<file path="src/rtl/mvna_pkg.sv">
// Package for the mesh vertex normal accumulator.
// Payload structs, state enums and fixed arithmetic constants; no dependencies.
`default_nettype none

package mvna_pkg;

  // Defaults for the top-level parameters
  localparam int unsigned VERTEX_DEPTH_DEF = 1024;
  localparam int unsigned COORD_BITS_DEF   = 16;

  // Fixed field widths
  localparam int unsigned IDX_W = 10;
  localparam int unsigned POS_W = 16;
  localparam int unsigned NRM_W = 16;
  localparam int unsigned SUM_W = 32;

  // Fixed-point scaling: magnitudes are reduced below 2^MAG_BITS, unit is 2^UNIT_SHIFT
  localparam int unsigned MAG_BITS   = 30;
  localparam int unsigned UNIT_SHIFT = 14;
  localparam int unsigned QUO_W      = UNIT_SHIFT + 1;
  localparam int unsigned SQ_W       = 2 * MAG_BITS + 2;
  localparam int unsigned RT_W       = 64;
  localparam int unsigned LEN_W      = MAG_BITS + 2;
  localparam int unsigned DIV_W      = MAG_BITS + UNIT_SHIFT + 2;

  typedef enum logic [1:0] {
    KIND_WRITE    = 2'd0,
    KIND_TRIANGLE = 2'd1,
    KIND_READ     = 2'd2,
    KIND_CLEAR    = 2'd3
  } kind_e;

  typedef struct packed {
    kind_e              kind;
    logic [IDX_W-1:0]   vertex_index;
    logic [POS_W-1:0]   pos_x;
    logic [POS_W-1:0]   pos_y;
    logic [POS_W-1:0]   pos_z;
    logic [IDX_W-1:0]   corner_a;
    logic [IDX_W-1:0]   corner_b;
    logic [IDX_W-1:0]   corner_c;
  } in_t;

  typedef struct packed {
    logic [IDX_W-1:0]   out_vertex;
    logic [NRM_W-1:0]   normal_x;
    logic [NRM_W-1:0]   normal_y;
    logic [NRM_W-1:0]   normal_z;
    logic               zero_length;
  } out_t;

  // Result of the unit-length scaler
  typedef struct packed {
    logic                        done;
    logic                        zero;
    logic [2:0][NRM_W-1:0]       nrm;
  } unit_res_t;

  typedef enum logic [2:0] {
    U_IDLE, U_SHIFT, U_SQ, U_SQRT, U_DLOAD, U_DIV, U_DONE
  } unit_state_e;

  typedef enum logic [3:0] {
    T_CLEAR, T_IDLE, T_RDA, T_RDB, T_RDC, T_EDGE, T_REDUCE, T_CROSS,
    T_USTART, T_UWAIT, T_ACC_RD, T_ACC_WR, T_SUM_RD, T_SUM_START, T_SUM_WAIT, T_OUT
  } top_state_e;

endpackage

`default_nettype wire

</file>
<file path="src/rtl/mvna_unit.sv">
// Unit-length scaler: common shift, sum of squares, bitwise square root and
// restoring division to Q1.14, one step per cycle. Depends on mvna_pkg.
`default_nettype none

module mvna_unit
  import mvna_pkg::*;
#(
  parameter int unsigned VW = 64
) (
  input  logic                 clk_i,
  input  logic                 rst_ni,
  input  logic                 start_i,
  input  logic signed [VW-1:0] vec_i [3],
  output unit_res_t            res_o
);

  unit_state_e state_q, state_d;

  logic [VW-1:0]        mag_q [3];
  logic [2:0]           neg_q;
  logic [1:0]           cnt_q;
  logic [2*MAG_BITS-1:0] prod_q;
  logic [SQ_W-1:0]      acc_q;
  logic [RT_W-1:0]      x_q, r_q, bit_q;
  logic [DIV_W-1:0]     rem_q;
  logic [QUO_W-1:0]     quo_q;
  logic [3:0]           step_q;
  logic [2:0][NRM_W-1:0] nrm_q;
  logic                 zero_q;

  logic                 over;
  logic [MAG_BITS-1:0]  m_sel;
  logic [RT_W-1:0]      rt_try;
  logic [LEN_W-1:0]     len;
  logic [DIV_W-1:0]     dsor;
  logic                 dsub;
  logic [QUO_W-1:0]     quo_nx;

  // Any magnitude still at or above the limit
  assign over = ((mag_q[0] >> MAG_BITS) != '0) || ((mag_q[1] >> MAG_BITS) != '0) ||
                ((mag_q[2] >> MAG_BITS) != '0);

  // Pick the component being squared or divided
  always_comb begin
    case (cnt_q)
      2'd0:    m_sel = mag_q[0][MAG_BITS-1:0];
      2'd1:    m_sel = mag_q[1][MAG_BITS-1:0];
      2'd2:    m_sel = mag_q[2][MAG_BITS-1:0];
      default: m_sel = '0;
    endcase
  end

  assign rt_try = r_q + bit_q;
  assign len    = r_q[LEN_W-1:0];
  assign dsor   = DIV_W'(len) << step_q;
  assign dsub   = (rem_q >= dsor);
  always_comb begin
    quo_nx = quo_q;
    if (dsub) begin
      quo_nx[step_q] = 1'b1;
    end
  end

  // Next state
  always_comb begin
    state_d = state_q;
    case (state_q)
      U_IDLE:  if (start_i) state_d = U_SHIFT;
      U_SHIFT: if (!over) state_d = U_SQ;
      U_SQ:    if (cnt_q == 2'd3) state_d = U_SQRT;
      U_SQRT:  if (bit_q == '0) state_d = (r_q == '0) ? U_DONE : U_DLOAD;
      U_DLOAD: state_d = U_DIV;
      U_DIV: begin
        if (step_q == 4'd0) state_d = (cnt_q == 2'd2) ? U_DONE : U_DLOAD;
      end
      U_DONE:  state_d = U_IDLE;
      default: state_d = U_IDLE;
    endcase
  end

  always_ff @(posedge clk_i or negedge rst_ni) begin
    if (!rst_ni) begin
      state_q <= U_IDLE;
    end else begin
      state_q <= state_d;
    end
  end

  // Datapath
  always_ff @(posedge clk_i) begin
    case (state_q)
      U_IDLE: begin
        for (int i = 0; i < 3; i++) begin
          mag_q[i] <= vec_i[i][VW-1] ? VW'(-vec_i[i]) : VW'(vec_i[i]);
          neg_q[i] <= vec_i[i][VW-1];
        end
        cnt_q <= 2'd0;
        acc_q <= '0;
      end
      U_SHIFT: begin
        if (over) begin
          for (int i = 0; i < 3; i++) mag_q[i] <= mag_q[i] >> 1;
        end
      end
      U_SQ: begin
        prod_q <= (2*MAG_BITS)'(m_sel) * (2*MAG_BITS)'(m_sel);
        if (cnt_q != 2'd0) acc_q <= acc_q + SQ_W'(prod_q);
        cnt_q <= cnt_q + 2'd1;
        x_q   <= RT_W'(acc_q) + RT_W'(prod_q);
        r_q   <= '0;
        bit_q <= RT_W'(1) << (RT_W - 2);
      end
      U_SQRT: begin
        if (bit_q != '0) begin
          if (x_q >= rt_try) begin
            x_q <= x_q - rt_try;
            r_q <= (r_q >> 1) + bit_q;
          end else begin
            r_q <= r_q >> 1;
          end
          bit_q <= bit_q >> 2;
        end else begin
          zero_q <= (r_q == '0);
          nrm_q  <= '0;
          cnt_q  <= 2'd0;
        end
      end
      U_DLOAD: begin
        rem_q  <= DIV_W'({m_sel, UNIT_SHIFT'(0)}) + DIV_W'(len >> 1);
        quo_q  <= '0;
        step_q <= 4'(UNIT_SHIFT);
      end
      U_DIV: begin
        if (dsub) rem_q <= rem_q - dsor;
        quo_q  <= quo_nx;
        step_q <= step_q - 4'd1;
        if (step_q == 4'd0) begin
          nrm_q[cnt_q] <= neg_q[cnt_q] ? -NRM_W'(quo_nx) : NRM_W'(quo_nx);
          cnt_q        <= cnt_q + 2'd1;
        end
      end
      default: ;
    endcase
  end

  assign res_o.done = (state_q == U_DONE);
  assign res_o.zero = zero_q;
  assign res_o.nrm  = nrm_q;

endmodule

`default_nettype wire

</file>
<file path="config.mk">
export PLATFORM = sky130hd
export DESIGN_NAME = mvna_unit
export DESIGN_NICKNAME = d
export VERILOG_FILES = /design/src/rtl/mvna_pkg.sv /design/src/rtl/mvna_unit.sv
export SDC_FILE = /design/constraint.sdc
export NUM_CORES = 2
export LEC_CHECK = 0
export ABC_AREA = 1
export CORE_ASPECT_RATIO = 0.7
export CORE_MARGIN = 1
export CORE_UTILIZATION = 40
export CTS_CLUSTER_SIZE = 10
export DETAILED_ROUTE_END_ITERATION = 16
export DONT_BUFFER_PORTS = 1
export GPL_TIMING_DRIVEN = 0
export SLEW_MARGIN = 10
export SYNTH_ARGS = -nofsm -noshare
export SYNTH_HDL_FRONTEND = slang
export SYNTH_SLANG_ARGS = --single-unit
</file>
<file path="constraint.sdc">
create_clock -name clk_i -period 27.3 [get_ports clk_i]
set_clock_uncertainty 0.2 [all_clocks]
set_input_delay 0 -clock clk_i [delete_from_list [all_inputs] [get_ports clk_i]]
set_output_delay 0 -clock clk_i [all_outputs]
set_load 0.005 [all_outputs]
</file>
==> impl_metrics.csv <==
group,metric,value,unit
power_and_ir_drop,p_leak,38.43,nW
power_and_ir_drop,power.total,2.197,mW
route,first_pass_iters,7,
global_routing,grt_util_all_layers,32.58,%
timing,worstMarginPinSlew,1.340,ns
timing,layout_min_cycle_time,12.71,ns
critical_path,rrSetupSlack,14.59,ns
critical_path,r2r_cells,33,
critical_path,path_max_fanout,10,
critical_path,path_class,"reg2reg",
min_path,min_path_cells,4,
clocking,clk_latency,0.74,ns
layout,final_nets,11820,
place,dp_slack,15.16,ns
clocking,htree_levels,3,
floorplan,ioPinCount,245,
timing,hold_slack,0.06532,ns
place,hpwl,257800,um
logic_synthesis,synth_top_family_by_area,"adder cells",
timing,min_period_over_period,46.54,%
logic_synthesis,ys.flop_type,"edfxtp_1",
timing,finalSetupViolCount,0,
logic_synthesis,synth_cell_types,70,
critical_path,path_delay_family,"adder cells",
logic_synthesis,synth_area,75390,um2
logic_synthesis,yosys_warnings,0,
logic_synthesis,yosys.area.top_type,"edfxtp_1",
floorplan,die_h,365.2,um
logic_synthesis,yosys_register_bits,595,
route,final_antenna_net_count,0,
timing,slew_headroom,10.64,%
clocking,cts_sinks,595,
critical_path,slowest_stage,"clkbuf_1",
clocking,numCtsBuffers,77,
route,wl,313700,um
global_routing,first_global_vias,70760,
logic_synthesis,synth_area_leaders,"edfxtp_1 (24%), fa_1 (19%), inv_1 (9.0%)",
critical_path,crit_cells,33,
clocking,cts_root_buffer,"clkbuf_16",
layout,drive_gt1_share,2.892,%
power_and_ir_drop,peakVddDrop,0.04506,mV
logic_synthesis,syn_nets,11270,
logic_synthesis,async_flop_share,0.5042,%
route,drc,0,
timing,hold_viol,0,
global_routing,antenna_found_initial,24,
route,routedWlPerCell,24.24,um
layout,final_core_util,46.16,%
logic_synthesis,synthCells,9852,
critical_path,end_kind,"flop",
run,drv_cap,0,
logic_synthesis,avgSynthCellArea,7.652,um2
route,vias,73450,
logic_synthesis,synth_fa_ha_area_share,27.29,%
timing,slew_viol_final,0,
clocking,clkSlewWorstSetupHoldPaths,0.06,ns
global_routing,grt_max_degree,60,
logic_synthesis,yosys.area_share.xor_xnor,4.508,%
floorplan,die_w,520.9,um
clocking,cts_tree,"done",
logic_synthesis,synth.mux.area_fraction,0.3319,%
critical_path,cpPeakStageDelay,0.90,ns
timing,fmax,0.07870,GHz
place,place.gp.congestion,1.025,
logic_synthesis,yosys.area_share.simple,21.12,%
min_path,worstHoldPathType,"in2reg",
logic_synthesis,synth_edf_count,592,
global_routing,grt_pass1_wl,459600,um
logic_synthesis,synthTopCellsByCount,"inv_1 (1803), nand2_1 (1710), nor2_1 (1335), o21ai_0 (762), fa_1 (706)",
critical_path,cp_common_cell,"fa_1",
timing,rsz0062_at_grt,"no",
run_status,status,"finished, final reports clean",
floorplan,core_area,186100,um2
critical_path,startpoint_type,"flop",
logic_synthesis,synth_compound_area_share,12.66,%
route,viasPerCell,5.674,
critical_path,path_buf_inv,11,
logic_synthesis,synth_most_common_cell,"inv_1",
power_and_ir_drop,p_per_area,25.57,nW/um2
floorplan,row_count,132,
critical_path,arrival,12.93,ns
clocking,cts.path.max_buffers,3,
global_routing,grt-ovfl-total,0,
logic_synthesis,ys_seq_area_share,23.68,%
place,portBuffers,0,
floorplan,dieArea,190200,um2
route,drtIter0Drc,9487,
timing,layout_setup_ws,14.59,ns
clocking,cts.repair.resized,0,
layout,area_growth,13.97,%
logic_synthesis,synth.top_cell.area_share,23.58,%
critical_path,worstPathRequired,27.53,ns
timing,setup_tns,0,ns
floorplan,initial_core_util,40.50,%
[worst paths after layout]
kind | from | to
min reg2reg | mag_q[0][108] | mag_q[0][107]
max reg2reg | cnt_q[0] | prod_q[51]
max in group asynchronous | rst_ni | state_q[0]
min | vec_i[100] | mag_q[0][101]
max | cnt_q[0] | prod_q[51]
min in group asynchronous | rst_ni | state_q[2]
[flip-flops by register name, summed over array words and instances (netlist names), 4 cells and up]
register	flops
acc_q	62
step_q	4
bit_q	32
r_q	64
quo_q	15
res_o	48
prod_q	59
x_q	64
mag_q	192
rem_q	46
[through the flow]
stage | cell area, um2 | instances
detailed placement | 78870 | 12350
CTS | 85850 | 12920
global route | 85890 | 12930
global placement | 78490 | 12330
floorplan | 75390 | 9852
finish | 85920 | 12950
[what timing repair did]
item,CTS,global route
endpoints found under the setup margin,0,0
buffers inserted,0,0
hold endpoints to repair,201,0
hold buffers,454,0
[layout make-up]
class	count	area [um2]
clock buffer	96	2028
tap	2479	3102
multi-input combinational	7180	49760
fill	18810	100200
timing repair buffer	468	4852
sequential	595	17850
inverter	1822	6842
buffer	255	1016
clock inverter	27	407.9
antenna	23	57.56
[cells in the final DEF (no fill, tap or decap), drive strengths merged, types with 11 or more instances in the layout]
cell         Yosys  layout
nand3b          12      12
a21oi          564     564
buf             49      63
edfxtp         592     592
clkbuf         206     302
nand2         1745    1745
dlygate4sd3      0     454
o21ai          781     781
inv           1815    1817
a31oi          109     109
o31ai           18      18
and3            11      11
o21a            24      24
clkinv           7      26
nand4           83      83
fa             706     706
o221ai          30      30
diode            0      23
ha             515     515
o21bai          44      44
o211ai          36      36
a22oi           12      12
a21o            44      44
nor4           110     110
nor3           119     119
nor2          1351    1351
xor2           227     227
a21boi          11      11
xnor2          161     161
or2             50      50
a221oi          12      12
nand3          334     334
mux2i           25      25
[power by group]
| part | internal (mW) | switching (mW) | leakage (nW) |
|---|---|---|---|
| Clock | 0.577 | 0.455 | 1.18 |
| Sequential | 0.998 | 0 | 5.17 |
| Combinational | 0.0799 | 0.0867 | 32.1 |
[layer usage]
layer	up-vias	GRT usage [%]	wire length [um]
met3	501	9.448	41890
met5	-	0	137
li1	32960	-	-
met4	16	8.363	8707
met2	4408	43.80	118500
met1	35570	49.88	144500
[cell families (layout without fill, tap and decap cells)]
group                    after synthesis  after routing
flip-flops                           595            595
AND/OR/NAND/NOR                     3826           3826
other                                  0             23
buffers and inverters               2077           2668
multiplexers                          25             25
XOR/XNOR                             388            388
AO/OA/AOI/OAI                       1720           1720
adder cells (fa/ha/maj)             1221           1221
[worst reg2reg max path, delay by kind of cell, from the launching register on]
family,cells,cell delay [ns]
fa+ha+maj,10,4.89
buf+inv,11,3.21
compound gates,5,1.88
simple gates,6,1.67
flops,1,0.41
xor+xnor,1,0.16
No activity file was read; power rests on OpenSTA's default activity.
